$ cat src/design/assert_macros.svh
// Assertion macros shared by the lock controller modules.
`ifndef ASSERT_MACROS_SVH
`define ASSERT_MACROS_SVH

// Checks a property on every rising clock edge outside reset.
`define PDL_ASSERT(label, clk, rst, prop, msg) \
   label: assert property (@(posedge clk) disable iff (rst) (prop)) else $error(msg);

// Checks that a condition implies a consequence on the same edge.
`define PDL_ASSERT_IMPL(label, clk, rst, cond, cons, msg) \
   label: assert property (@(posedge clk) disable iff (rst) (cond) |-> (cons)) \
      else $error(msg);

`endif

$ cat src/design/pdl_pkg.sv
// Shared types and constants of the password door lock controller.
`timescale 1ns / 1ps

package pdl_pkg;

   localparam int PASS_LEN = 5;
   localparam int IDX_W    = (PASS_LEN > 1) ? $clog2(PASS_LEN) : 1;
   localparam int TICK_W   = 20;
   localparam int ATT_W    = 4;
   localparam int CSR_IDX_W = 8;

   localparam logic [CSR_IDX_W-1:0] REG_MAX_ATTEMPTS = 8'd0;
   localparam logic [CSR_IDX_W-1:0] REG_RUN_TICKS    = 8'd1;
   localparam logic [CSR_IDX_W-1:0] REG_HOLD_TICKS   = 8'd2;
   localparam logic [CSR_IDX_W-1:0] REG_ALARM_TICKS  = 8'd3;

   localparam logic [ATT_W-1:0]  RST_MAX_ATTEMPTS = 4'd3;
   localparam logic [TICK_W-1:0] RST_RUN_TICKS    = 20'd117187;
   localparam logic [TICK_W-1:0] RST_HOLD_TICKS   = 20'd23437;
   localparam logic [TICK_W-1:0] RST_ALARM_TICKS  = 20'd468750;

   localparam logic [7:0] CHAR_RETRY = 8'h78;   // 'x'
   localparam logic [7:0] CHAR_SETUP = 8'h2D;   // '-'
   localparam logic [7:0] CHAR_DOOR  = 8'h2B;   // '+'

   localparam logic [7:0] STATUS_FAIL = 8'd0;
   localparam logic [7:0] STATUS_PASS = 8'd1;

   localparam logic [1:0] MOTOR_STOP = 2'd0;
   localparam logic [1:0] MOTOR_CW   = 2'd1;
   localparam logic [1:0] MOTOR_CCW  = 2'd2;

   localparam logic ACTION_BYTE = 1'b0;
   localparam logic ACTION_TICK = 1'b1;

   typedef struct packed {
      logic [ATT_W-1:0]  max_attempts;
      logic [TICK_W-1:0] run_ticks;
      logic [TICK_W-1:0] hold_ticks;
      logic [TICK_W-1:0] alarm_ticks;
   } pdl_cfg_type;

   typedef struct packed {
      logic       tx_valid;
      logic [7:0] tx_byte;
      logic [1:0] motor_drive;
      logic       alarm_on;
      logic       busy_res;
   } pdl_rsp_type;

endpackage

$ cat src/design/pdl_core.sv
// Lock controller state machine: one step per input beat, registered result.
`timescale 1ns / 1ps
`include "assert_macros.svh"

module pdl_core (
   input  logic                clock,
   input  logic                reset,
   input  logic                step_en,
   input  logic                action,
   input  logic [7:0]          rx_byte,
   input  pdl_pkg::pdl_cfg_type cfg,
   output pdl_pkg::pdl_rsp_type result
);
   import pdl_pkg::*;

   typedef enum logic [3:0] {
      M_SETUP1, M_SETUP2, M_OPTION, M_CHECK, M_WAITX,
      M_CW, M_HOLD, M_CCW, M_ALARM
   } mode_type;

   mode_type          mode_ff, mode_in;
   logic [IDX_W-1:0]  byte_idx_ff, byte_idx_in;
   logic [ATT_W-1:0]  attempt_ff, attempt_in;
   logic [7:0]        first_ff [PASS_LEN];
   logic [7:0]        first_in [PASS_LEN];
   logic [7:0]        stored_ff [PASS_LEN];
   logic [7:0]        stored_in [PASS_LEN];
   logic              all_matched_ff, all_matched_in;
   logic [7:0]        option_ff, option_in;
   logic [TICK_W-1:0] phase_ff, phase_in;
   pdl_rsp_type       result_ff, result_in;

   logic              last;
   logic              enter;
   mode_type          enter_mode;
   logic [TICK_W-1:0] phase_next;
   logic [TICK_W-1:0] limit;
   logic [ATT_W-1:0]  attempt_next;

   assign last         = (byte_idx_ff == IDX_W'(PASS_LEN - 1));
   assign phase_next   = phase_ff + 1'b1;
   assign attempt_next = attempt_ff + 1'b1;

   always_comb begin
      case (mode_ff)
         M_HOLD:  limit = cfg.hold_ticks;
         M_ALARM: limit = cfg.alarm_ticks;
         default: limit = cfg.run_ticks;
      endcase
   end

   always_comb begin
      mode_in        = mode_ff;
      byte_idx_in    = byte_idx_ff;
      attempt_in     = attempt_ff;
      first_in       = first_ff;
      stored_in      = stored_ff;
      all_matched_in = all_matched_ff;
      option_in      = option_ff;
      phase_in       = phase_ff;
      enter          = 1'b0;
      enter_mode     = mode_ff;
      result_in      = '0;

      if (action == ACTION_TICK) begin
         unique case (mode_ff) inside
            M_CW, M_HOLD, M_CCW, M_ALARM: begin
               phase_in = phase_next;
               if (phase_next >= limit) begin
                  enter = 1'b1;
                  unique case (mode_ff)
                     M_CW:    enter_mode = M_HOLD;
                     M_HOLD:  enter_mode = M_CCW;
                     default: enter_mode = M_OPTION;
                  endcase
                  if (mode_ff == M_ALARM) begin
                     attempt_in = '0;
                  end
               end
            end
            default: ;
         endcase
      end else begin
         unique case (mode_ff)
            M_SETUP1: begin
               first_in[byte_idx_ff] = rx_byte;
               if (last) begin
                  enter      = 1'b1;
                  enter_mode = M_SETUP2;
               end else begin
                  byte_idx_in = byte_idx_ff + 1'b1;
               end
            end
            M_SETUP2: begin
               all_matched_in = all_matched_ff && (first_ff[byte_idx_ff] == rx_byte);
               if (last) begin
                  result_in.tx_valid = 1'b1;
                  enter              = 1'b1;
                  if (all_matched_in) begin
                     stored_in         = first_ff;
                     result_in.tx_byte = STATUS_PASS;
                     enter_mode        = M_OPTION;
                  end else begin
                     result_in.tx_byte = STATUS_FAIL;
                     enter_mode        = M_SETUP1;
                  end
               end else begin
                  byte_idx_in = byte_idx_ff + 1'b1;
               end
            end
            M_OPTION: begin
               option_in  = rx_byte;
               attempt_in = '0;
               enter      = 1'b1;
               enter_mode = M_CHECK;
            end
            M_CHECK: begin
               all_matched_in = all_matched_ff && (stored_ff[byte_idx_ff] == rx_byte);
               if (last) begin
                  result_in.tx_valid = 1'b1;
                  enter              = 1'b1;
                  if (all_matched_in) begin
                     result_in.tx_byte = STATUS_PASS;
                     if (option_ff == CHAR_SETUP) begin
                        enter_mode = M_SETUP1;
                     end else if (option_ff == CHAR_DOOR) begin
                        enter_mode = M_CW;
                     end else begin
                        enter_mode = M_OPTION;
                     end
                  end else begin
                     result_in.tx_byte = STATUS_FAIL;
                     enter_mode        = M_WAITX;
                  end
               end else begin
                  byte_idx_in = byte_idx_ff + 1'b1;
               end
            end
            M_WAITX: begin
               if (rx_byte == CHAR_RETRY) begin
                  attempt_in = attempt_next;
                  enter      = 1'b1;
                  enter_mode = (attempt_next >= cfg.max_attempts) ? M_ALARM : M_CHECK;
               end
            end
            default: ;
         endcase
      end

      // Entering a mode restarts the entry and phase bookkeeping.
      if (enter) begin
         mode_in        = enter_mode;
         byte_idx_in    = '0;
         all_matched_in = 1'b1;
         phase_in       = '0;
      end

      result_in.motor_drive = (mode_in == M_CW)  ? MOTOR_CW :
                              (mode_in == M_CCW) ? MOTOR_CCW : MOTOR_STOP;
      result_in.alarm_on    = (mode_in == M_ALARM);
      result_in.busy_res    = (mode_in == M_CW) || (mode_in == M_HOLD) ||
                              (mode_in == M_CCW) || (mode_in == M_ALARM);
   end

   always_ff @(posedge clock) begin
      if (reset) begin
         mode_ff        <= M_SETUP1;
         byte_idx_ff    <= '0;
         attempt_ff     <= '0;
         all_matched_ff <= 1'b1;
         option_ff      <= '0;
         phase_ff       <= '0;
      end else if (step_en) begin
         mode_ff        <= mode_in;
         byte_idx_ff    <= byte_idx_in;
         attempt_ff     <= attempt_in;
         all_matched_ff <= all_matched_in;
         option_ff      <= option_in;
         phase_ff       <= phase_in;
         first_ff       <= first_in;
         stored_ff      <= stored_in;
         result_ff      <= result_in;
      end
   end

   assign result = result_ff;

   `PDL_ASSERT_IMPL(a_idx_only_in_entry, clock, reset,
      (mode_ff != M_SETUP1) && (mode_ff != M_SETUP2) && (mode_ff != M_CHECK),
      byte_idx_ff == '0, "byte index moved outside a password entry")
   `PDL_ASSERT(a_option_to_check, clock, reset,
      (step_en && action == ACTION_BYTE && mode_ff == M_OPTION) |=> (mode_ff == M_CHECK),
      "option byte did not lead to the entry check")
   `PDL_ASSERT(a_idx_in_range, clock, reset,
      (step_en && last) |=> (byte_idx_ff == '0 || $past(action) == ACTION_TICK),
      "byte index ran past the last password byte")

endmodule

$ cat src/design/password_door_lock_controller.sv
// Top level of the password door lock controller: handshakes, registers, core.
//
// Usage:
//   req_* carries one item per beat: req_action 0 is a received link byte in
//   req_rx_byte, req_action 1 is one timer tick. Every accepted item gives
//   exactly one rsp_* beat: the status byte to send (rsp_tx_valid and
//   rsp_tx_byte), and the motor, alarm and busy state after the item.
//   csr_* writes one of four registers by index: 0 max_attempts,
//   1 run_ticks, 2 hold_ticks, 3 alarm_ticks; other indexes are dropped.
//   csr_ready is always high; write only while no item is in flight.
// Timing:
//   An item is taken into the input register on acceptance and stepped into the
//   result register once the output can advance; rsp_valid rises with that step.
//   One item per cycle is sustained while rsp_ready stays high; the rate is set
//   by the controller core, which updates its whole state in one step per item.
// Reset and stall:
//   Reset returns to the first setup password and restores the register
//   defaults; the password stores hold no defined value until written.
//   When rsp_ready is low the result holds and one more item waits in the
//   input register; after that req_ready drops until the result is taken.
`timescale 1ns / 1ps
`include "assert_macros.svh"

module password_door_lock_controller (
   input  logic                          clock,
   input  logic                          reset,
   input  logic                          req_valid,
   output logic                          req_ready,
   input  logic                          req_action,
   input  logic [7:0]                    req_rx_byte,
   output logic                          rsp_valid,
   input  logic                          rsp_ready,
   output logic                          rsp_tx_valid,
   output logic [7:0]                    rsp_tx_byte,
   output logic [1:0]                    rsp_motor_drive,
   output logic                          rsp_alarm_on,
   output logic                          rsp_busy_res,
   input  logic                          csr_valid,
   output logic                          csr_ready,
   input  logic [pdl_pkg::CSR_IDX_W-1:0] csr_index,
   input  logic [pdl_pkg::TICK_W-1:0]    csr_data
);
   import pdl_pkg::*;

   logic        in_valid_ff, in_valid_in;
   logic        in_action_ff;
   logic [7:0]  in_byte_ff;
   logic        rsp_valid_ff, rsp_valid_in;
   pdl_cfg_type cfg_ff, cfg_in;
   pdl_rsp_type result;
   logic        advance;
   logic        step_en;
   logic        req_fire;

   assign advance   = !rsp_valid_ff || rsp_ready;
   assign step_en   = in_valid_ff && advance;
   assign req_ready = !in_valid_ff || advance;
   assign req_fire  = req_valid && req_ready;
   assign csr_ready = 1'b1;

   assign in_valid_in  = req_fire ? 1'b1 : (step_en ? 1'b0 : in_valid_ff);
   assign rsp_valid_in = step_en ? 1'b1 : (rsp_ready ? 1'b0 : rsp_valid_ff);

   always_comb begin
      cfg_in = cfg_ff;
      if (csr_valid) begin
         case (csr_index)
            REG_MAX_ATTEMPTS: cfg_in.max_attempts = csr_data[ATT_W-1:0];
            REG_RUN_TICKS:    cfg_in.run_ticks    = csr_data;
            REG_HOLD_TICKS:   cfg_in.hold_ticks   = csr_data;
            REG_ALARM_TICKS:  cfg_in.alarm_ticks  = csr_data;
            default: ;
         endcase
      end
   end

   always_ff @(posedge clock) begin
      if (reset) begin
         in_valid_ff         <= 1'b0;
         rsp_valid_ff        <= 1'b0;
         cfg_ff.max_attempts <= RST_MAX_ATTEMPTS;
         cfg_ff.run_ticks    <= RST_RUN_TICKS;
         cfg_ff.hold_ticks   <= RST_HOLD_TICKS;
         cfg_ff.alarm_ticks  <= RST_ALARM_TICKS;
      end else begin
         in_valid_ff  <= in_valid_in;
         rsp_valid_ff <= rsp_valid_in;
         cfg_ff       <= cfg_in;
      end
   end

   always_ff @(posedge clock) begin
      if (req_fire) begin
         in_action_ff <= req_action;
         in_byte_ff   <= req_rx_byte;
      end
   end

   pdl_core u_core (
      .clock   (clock),
      .reset   (reset),
      .step_en (step_en),
      .action  (in_action_ff),
      .rx_byte (in_byte_ff),
      .cfg     (cfg_ff),
      .result  (result)
   );

   assign rsp_valid       = rsp_valid_ff;
   assign rsp_tx_valid    = result.tx_valid;
   assign rsp_tx_byte     = result.tx_byte;
   assign rsp_motor_drive = result.motor_drive;
   assign rsp_alarm_on    = result.alarm_on;
   assign rsp_busy_res    = result.busy_res;

   `PDL_ASSERT_IMPL(a_quiet_status, clock, reset,
      rsp_valid_ff && !rsp_tx_valid, rsp_tx_byte == STATUS_FAIL,
      "status byte set without a status beat")
   `PDL_ASSERT_IMPL(a_busy_covers_actuators, clock, reset,
      rsp_valid_ff && (rsp_alarm_on || rsp_motor_drive != MOTOR_STOP),
      rsp_busy_res && !(rsp_alarm_on && rsp_motor_drive != MOTOR_STOP),
      "motor or alarm active outside a busy sequence")
   `PDL_ASSERT(a_step_gives_beat, clock, reset,
      step_en |=> rsp_valid_ff, "stepped item produced no result beat")

endmodule

$ cat config.mk
export PLATFORM = sky130hd
export DESIGN_NAME = password_door_lock_controller
export DESIGN_NICKNAME = d
export VERILOG_FILES = /design/src/design/pdl_pkg.sv /design/src/design/pdl_core.sv /design/src/design/password_door_lock_controller.sv
export VERILOG_INCLUDE_DIRS = /design/src /design/src/design
export SDC_FILE = /design/constraint.sdc
export NUM_CORES = 1
export LEC_CHECK = 0
export BUFFER_PORTS_ARGS = -buffer_cell sky130_fd_sc_hd__buf_2
export CAP_MARGIN = 40
export CORE_MARGIN = 2
export CORE_UTILIZATION = 33
export CTS_BUF_LIST = sky130_fd_sc_hd__clkbuf_16
export DETAILED_ROUTE_END_ITERATION = 10
export GPL_ROUTABILITY_DRIVEN = 0
export PLACE_DENSITY_LB_ADDON = 0.15
export SLEW_MARGIN = 40
export SYNTH_ARGS = -nofsm -noshare
export SYNTH_HDL_FRONTEND = slang
export SYNTH_SLANG_ARGS = --single-unit
export TNS_END_PERCENT = 1
$ cat constraint.sdc
create_clock -name clock -period 21.8 [get_ports clock]
set_input_delay 2.18 -clock clock [delete_from_list [all_inputs] [get_ports clock]]
set_output_delay 2.18 -clock clock [all_outputs]
set_load 0.1 [all_outputs]
==> reports/metrics.csv, run 1 <==
metric,value,unit
status,completed,
die-area,30700,sq um
drc,0,
grt_pass1_vias,6731,
h-tree-depth,1,
synth.top_cell.area_share,0.2949,
routedWlPerCell,17.55,um
hp-start,u_core.first_ff[31]$_DFFE_PP_,
post-route-min-period,5.089,ns
via_count,7052,
cts_inserted_buffers,23,
critPathKind,in2out,
finalSetupTns,0,ns
worstPathArrival,2.91,ns
syn_inst,979,
final.fill_count,2851,
clk_latency,0.52,ns
slew_viol_final,0,
peakVddDrop,0.00004321,V
fmax,0.1965,GHz
path_cells,buf_2 -> nor2b_1 -> nand2_1 -> buf_2,
internal_power,612.6,uW
synthTopCellsByArea,"edfxtp_1 29%, dfxtp_1 22%, nand2_1 6.1%, a21oi_1 4.7%, mux2i_1 4.3%",
synth-edff-count,95,
antenna_found_initial,0,
cts_resized,0,
num_rows,62,
grt_max_degree,73,
p_per_area,73.77,nW/um^2
cts_hold_buf,0,
path_max_fanout,5,
wl_met1,12910,um
synth_top_cells_by_count,"158 x nand2_1, 106 x dfxtp_1, 95 x edfxtp_1, 91 x a21oi_1, 73 x nor2_1",
p_sw,190.8,uW
ys.flop_type,dfxtp_1,
final-hold-violation-count,0,
ys_ff_latch,201,
area_delta_synth_final,12.57,%
finalPower,803.4,uW
vias_per_cell,5.044,
root_buffer,clkbuf_16,
yosysTopAreaCell,edfxtp_1,
avgSynthCellArea,9.882,sq um
relSlewSlack,0.4751,
initial_utilization,0.3361,
worst_slew_pin_slew,0.7814,ns
maxCapViolCount,0,
p_leak,0.004011,uW
clk_pin_slew,0.06,ns
r2r-start,u_core.phase_ff[3]$_SDFFE_PP0P_,
ys_types,72,
drive_above_1_share,0.1154,
top_layer,met4,
power.share.combinational,0.056,
grt_pass1_wl,38730,um
path_buf_inv,2,
fin_nets,1070,
diodes,0,
drt_pre_antenna_iters,8,
post-place-ws,16.72,ns
finalCritPeriodShare,0.2334,
setup_ws,16.71,ns
cp_slowest_cell,buf_2,
wl_met3,1206,um
fin_area,10890,sq um
cts_tree,built,
yosysMostFrequentCell,nand2_1,
numPortBuffers,49,
overflow,0,
placed_area,10200,sq um
cp-start-kind,primary input,
cp-startpoint,rsp_ready,
ios,58,
fin_skew,0.01279,ns
setup_viol,0,
hold_class,reg2reg,
post_cts_buffers,0,
rsz0062_at_grt,false,
drt_iter0_drc,504,
clockPowerShare,0.443,
slowest_delay,0.30,ns
wl_met2,10050,um
end_kind,primary output,
critPathRequiredTime,19.62,ns
clockBufferDepth,3,
synth-async-reset-ratio,0,
clkSinkCount,201,
p_seq_frac,0.501,
die_h,175.2,um
coreArea,28780,sq um
routed_wl,24530,um
switching_share,0.2375,
cpLargestDelayFamily,buffers and inverters,
synth.yosys.seq_area_share,0.5142,
fp.dieW,175.2,um
antenna_left,0,
cpMostUsedCell,buf_2,
yosysWarnings,0,
grt_use_total,0.1593,
syn_area,9674,sq um
detailed_place_hpwl,16120,um
-- state kept, by name, indices dropped and copies added, names as in the netlist --
name                   flops
cfg_ff                    64
u_core.first_ff           40
u_core.stored_ff          40
u_core.phase_ff           20
in_byte_ff                 8
u_core.option_ff           8
u_core.result              6
u_core.attempt_ff          4
u_core.mode_ff             4
u_core.byte_idx_ff         3
in_action_ff               1
in_valid_ff                1
rsp_valid                  1
u_core.all_matched_ff      1
-- power by group through the flow --
stage	combinational [uW]	clock, uW	sequential, uW
finish	44.8	356	403
global route	48.9	383	403
CTS	45.0	367	403
detailed placement	44.8	0	411
global placement	44.8	0	411
floorplan	31.5	0	410
-- cells in the final DEF (no fill, tap or decap), types with 5 or more instances in the layout --
master / n
nand2_1: 158
dfxtp_1: 106
edfxtp_1: 95
a21oi_1: 91
nor2_1: 70
buf_2: 49
mux2i_1: 42
nand3b_1: 32
ha_1: 28
o21ai_0: 23
clkbuf_16: 23
a22o_1: 22
xor2_1: 19
nand3_1: 18
xnor2_1: 16
nor3_1: 16
inv_1: 16
buf_4: 14
nor2b_1: 13
nand4_1: 12
nand2b_1: 9
a211oi_1: 8
conb_1: 8
and3_1: 7
a21o_1: 7
a31oi_1: 6
nor3b_1: 6
and2_1: 5
clkinv_1: 5
-- kinds of logic (layout without fill, tap and decap cells) --
logic type,count (synthesis),count (layout),share of synthesized area
DFF,201,201,0.5142
and+or+nand+nor,378,378,0.1906
AOI/OAI and AO/OA,201,201,0.1331
buffers and inverters,86,115,0.04255
other,2,8,0.0007763
xor gates and xnor gates,35,35,0.03169
muxes,48,48,0.05083
adders and majority gates,28,28,0.03621
-- worst reg2reg max path: stages (launching register included) --
cell and delay (ns):
dfxtp_1 0.42, and4_1 0.27, and3_1 0.19, nand4_1 0.14, nor2_1 0.29, and3_1 0.38
and3_1 0.27, xor2_1 0.19, ha_1 0.28, a21oi_1 0.19, o21ai_0 0.11, a211oi_1 0.51
o221ai_2 0.18, buf_4 0.25, and2_1 0.22, o22a_1 0.20, o21ai_1 0.17, a21o_1 0.16
o22ai_1 0.06
-- layout make-up --
cell class,instances,area (sq um),share of cell area
clock buffer,23,575.6,0.05285
clock inverter,16,103.9,0.009536
inverter,13,48.80,0.004481
multi-input combinational,698,4357,0.4000
sequential,201,4975,0.4568
tap,384,480.5,0.04412
timing repair buffer,63,350.3,0.03217
-- metal layers --
| metal | global-route usage | vias up |
|---|---|---|
| met5 | 0 | - |
| met4 | 0.03958 | 0 |
| met3 | 0.02502 | 19 |
| met2 | 0.2257 | 166 |
| met1 | 0.2497 | 3328 |
| li1 | - | 3539 |
-- final timing paths --
kind,slack [ns],depth (start not counted),endpoint
setup / recovery,16.71,4,req_ready
hold / removal,0.44,0,u_core.stored_ff[31]$_DFFE_PP_
setup reg to reg,17.03,18,u_core.result[0]$_DFFE_PP_
hold reg to reg,0.44,0,u_core.stored_ff[31]$_DFFE_PP_
-- per-stage QoR --
step / std cells / utilization / hold WS (ns)
global placement: 1359 / 0.3541 / 0.4250
detailed placement: 1359 / 0.3545 / 0.4304
floorplan: 985 / - / 0.4180
global route: 1398 / 0.3784 / 0.4528
finish: 1398 / 0.3784 / 0.4400
CTS: 1398 / 0.3781 / 0.4427
No activity file was read; power rests on OpenSTA's default activity.
==> run 2: changes to the inputs <==
ABC_AREA = 1   (was unset)
clock period = 4.9 ns   (was 21.8 ns; I/O delays follow)
==> run 2 against run 1 <==
Power increased to 4.7 times the previous value. Register-to-register slack got worse by 16 ns. Critical path depth increased by 19. Sequential share of layout area about the same. First-iteration DRC count decreased by 11%. Synthesized cell count increased by 12%. Sequential power increased to 4.4 times the previous value.
==> reports/metrics.csv, run 2 <==
metric,value,unit,change
status,completed,,
clkSinkCount,201,,unchanged
h-tree-depth,1,,unchanged
antenna_found_initial,0,,unchanged
dpl.cell_count,1505,,+11%
setup_viol,0,,unchanged
clk_pin_slew,0.06,ns,about the same
reg2reg_slack,0.70,ns,-16.33 ns
reg_top3,"cfg_ff (64), u_core.first_ff (40), u_core.stored_ff (40)",,
diodes,0,,unchanged
routedWlPerCell,15.66,um,-11%
fin_area,10890,sq um,about the same
coreArea,28470,sq um,-1.1%
reg2reg_depth,23,,+5
final.fill_count,2930,,+2.8%
cts_resized,0,,unchanged
ios,58,,unchanged
numPortBuffers,49,,unchanged
final-hold-violation-count,0,,unchanged
critPathKind,reg2reg,,
routed_wl,24250,um,-1.1%
ys_types,34,,-53%
cts_inserted_buffers,25,,+8.7%
cts_tree,built,,
maxCapViolCount,0,,unchanged
synth-edff-count,95,,unchanged
syn_area,9483,sq um,-2.0%
finalCritPeriodShare,0.8575,,
drt_pre_antenna_iters,5,,-3
drive_above_1_share,0.1030,,-0.01238
wl_met1,12550,um,-2.8%
die_h,173.5,um,-0.97%
num_rows,62,,unchanged
yosysTopAreaCell,edfxtp_1,,
r2r-start,u_core.phase_ff[0]$_SDFFE_PP0P_,,
top_layer,met4,,
post-place-ws,0.7069,ns,-16.01 ns
hold_path_depth,1,,+1
root_buffer,clkbuf_16,,
fmax,0.2380,GHz,
detailed_place_hpwl,16500,um,+2.4%
setup_ws,0.6983,ns,-16.01 ns
relSlewSlack,0.4555,,-0.01959
drc,0,,unchanged
drt_iter0_drc,447,,-11%
critPathRequiredTime,5.17,ns,-14.45 ns
final_cell_mix,"231 x nand2_1, 132 x inv_1, 105 x dfxtp_1, 101 x a21oi_1, 95 x edfxtp_1",,
final_cells,1549,,+11%
worst_slew_pin_slew,0.8157,ns,+0.03428 ns
p_leak,0.004674,uW,+17%
fp.dieW,173.5,um,-0.97%
yosysWarnings,0,,unchanged
rsz0062_at_grt,false,,
layout_commonest_cell,nand2_1,,
hp-start,req_rx_byte[2],,
clk_latency,0.52,ns,about the same
post_cts_buffers,0,,unchanged
syn_inst,1101,,+12%
slew_viol_final,0,,unchanged
grt_pass1_wl,39230,um,+1.3%
avgSynthCellArea,8.613,sq um,-13%
regMostFlops,cfg_ff,,
cts_hold_buf,0,,unchanged
initial_utilization,0.3331,,-0.003060
grt_pass1_vias,7128,,+5.9%
die-area,30110,sq um,-1.9%
post-route-min-period,4.202,ns,
wl_met3,1025,um,-15%
ys_ff_latch,201,,unchanged
hold_class,in2reg,,
fin_util,0.3824,,+0.003992
antenna_left,0,,unchanged
wl_met2,10320,um,+2.7%
peakVddDrop,0.0002130,V,+390%
synth_top_cells_by_count,"231 x nand2_1, 128 x inv_1, 106 x dfxtp_1, 101 x a21oi_1, 95 x edfxtp_1",,
largest_reg_flops,64,,unchanged
worstPathArrival,4.47,ns,+1.56 ns
rr_endpoint,u_core.result[0]$_DFFE_PP_,,
yosysMostFrequentCell,nand2_1,,
synth.yosys.seq_area_share,0.5246,,+0.01038
placed_area,10120,sq um,-0.81%
synth.top_cell.area_share,0.3008,,+0.005953
path_max_fanout,6,,+1
end_kind,flip-flop,,
via_count,7461,,+5.8%
finalSetupTns,0,ns,unchanged
overflow,0,,unchanged
p_per_area,346.1,nW/um^2,+370%
synth-async-reset-ratio,0,,unchanged
grt_max_degree,63,,-14%
clockBufferDepth,3,,unchanged
fin_skew,0.01254,ns,-0.0002444 ns
fin_nets,1218,,+14%
min_to,in_byte_ff[2]$_DFFE_PP_,,
grt_use_total,0.1613,,+0.002011
ys.flop_type,dfxtp_1,,
cp-start-kind,flip-flop,,
area_delta_synth_final,14.80,%,
synthTopCellsByArea,"edfxtp_1 30%, dfxtp_1 22%, nand2_1 9.1%, a21oi_1 5.3%, inv_1 5.1%",,
vias_per_cell,4.817,,-4.5%
## run 2: how the worst max path moves through the flow
stage	end	slack, ns	start	cells past startpoint
floorplan	u_core.stored_ff[0]$_DFFE_PP_	0.11	rsp_valid$_SDFFE_PP0P_	5
global placement	u_core.result[0]$_DFFE_PP_	0.78	u_core.phase_ff[0]$_SDFFE_PP0P_	22
detailed placement	u_core.result[0]$_DFFE_PP_	0.71	u_core.phase_ff[0]$_SDFFE_PP0P_	23
CTS	u_core.result[0]$_DFFE_PP_	0.69	u_core.phase_ff[0]$_SDFFE_PP0P_	23
global route	u_core.result[0]$_DFFE_PP_	0.14	u_core.phase_ff[0]$_SDFFE_PP0P_	23
finish	u_core.result[0]$_DFFE_PP_	0.70	u_core.phase_ff[0]$_SDFFE_PP0P_	23
## run 2: report_power, final
| part | leakage, uW | internal (uW) | switching [uW] |
|---|---|---|---|
| Combinational | 0.00256 | 67.1 | 190 |
| Clock | 0.000395 | 1030 | 701 |
| Sequential | 0.00172 | 1770 | 16.9 |
| Total | 0.00467 | 2860 | 908 |
## run 2: critical path: stages (launching register included)
cell and delay, ns:
dfxtp_1 0.42, nand3_1 0.17, nor2_1 0.19, nand3_1 0.14
nor2_1 0.19, nand3_1 0.15, nor2_1 0.21, nand2_1 0.14
nor3_1 0.20, xor2_1 0.13, ha_1 0.32, nand2_1 0.08
nor2_1 0.23, nand2_1 0.09, inv_1 0.08, nand3_1 0.07
nand4_1 0.22, nand2_1 0.08, nand2_1 0.13, nand2_1 0.17
a21oi_1 0.31, nor2_1 0.09, nand2_1 0.08, nand2_1 0.06
## run 2: layer usage
metal / track usage / up-vias
met5: 0 / -
met4: 0.03390 / 0
met3: 0.02303 / 32
met2: 0.2473 / 142
met1: 0.2414 / 3467
li1: - / 3820
## run 2: kinds of logic (layout without fill, tap and decap cells)
group	after synthesis	count (layout)	share of synthesized area
and+or+nand+nor	432	432	0.1959
AOI/OAI and AO/OA	232	232	0.1420
DFF	201	201	0.5246
buffers and inverters	183	241	0.07851
adders and majority gates	28	28	0.03694
xor gates and xnor gates	23	23	0.02124
other	2	8	0.0007920
## run 2: final cells by class
cell class | count | area (sq um) | area share
timing repair buffer | 65 | 365.4 | 0.03356
clock inverter | 19 | 140.1 | 0.01287
inverter | 132 | 495.5 | 0.04551
clock buffer | 25 | 625.6 | 0.05746
sequential | 201 | 4976 | 0.4571
tap | 384 | 480.5 | 0.04413
multi-input combinational | 723 | 3804 | 0.3494
## run 2: through the flow
stage / hold slack, ns / power [uW]
2_1_floorplan: 0.4174 / 2001
3_3_place_gp: 0.4213 / 2077
3_5_place_dp: 0.4248 / 2077
4_1_cts: 0.1339 / 3814
5_1_grt: 0.1363 / 3910
6_report: 0.1516 / 3768
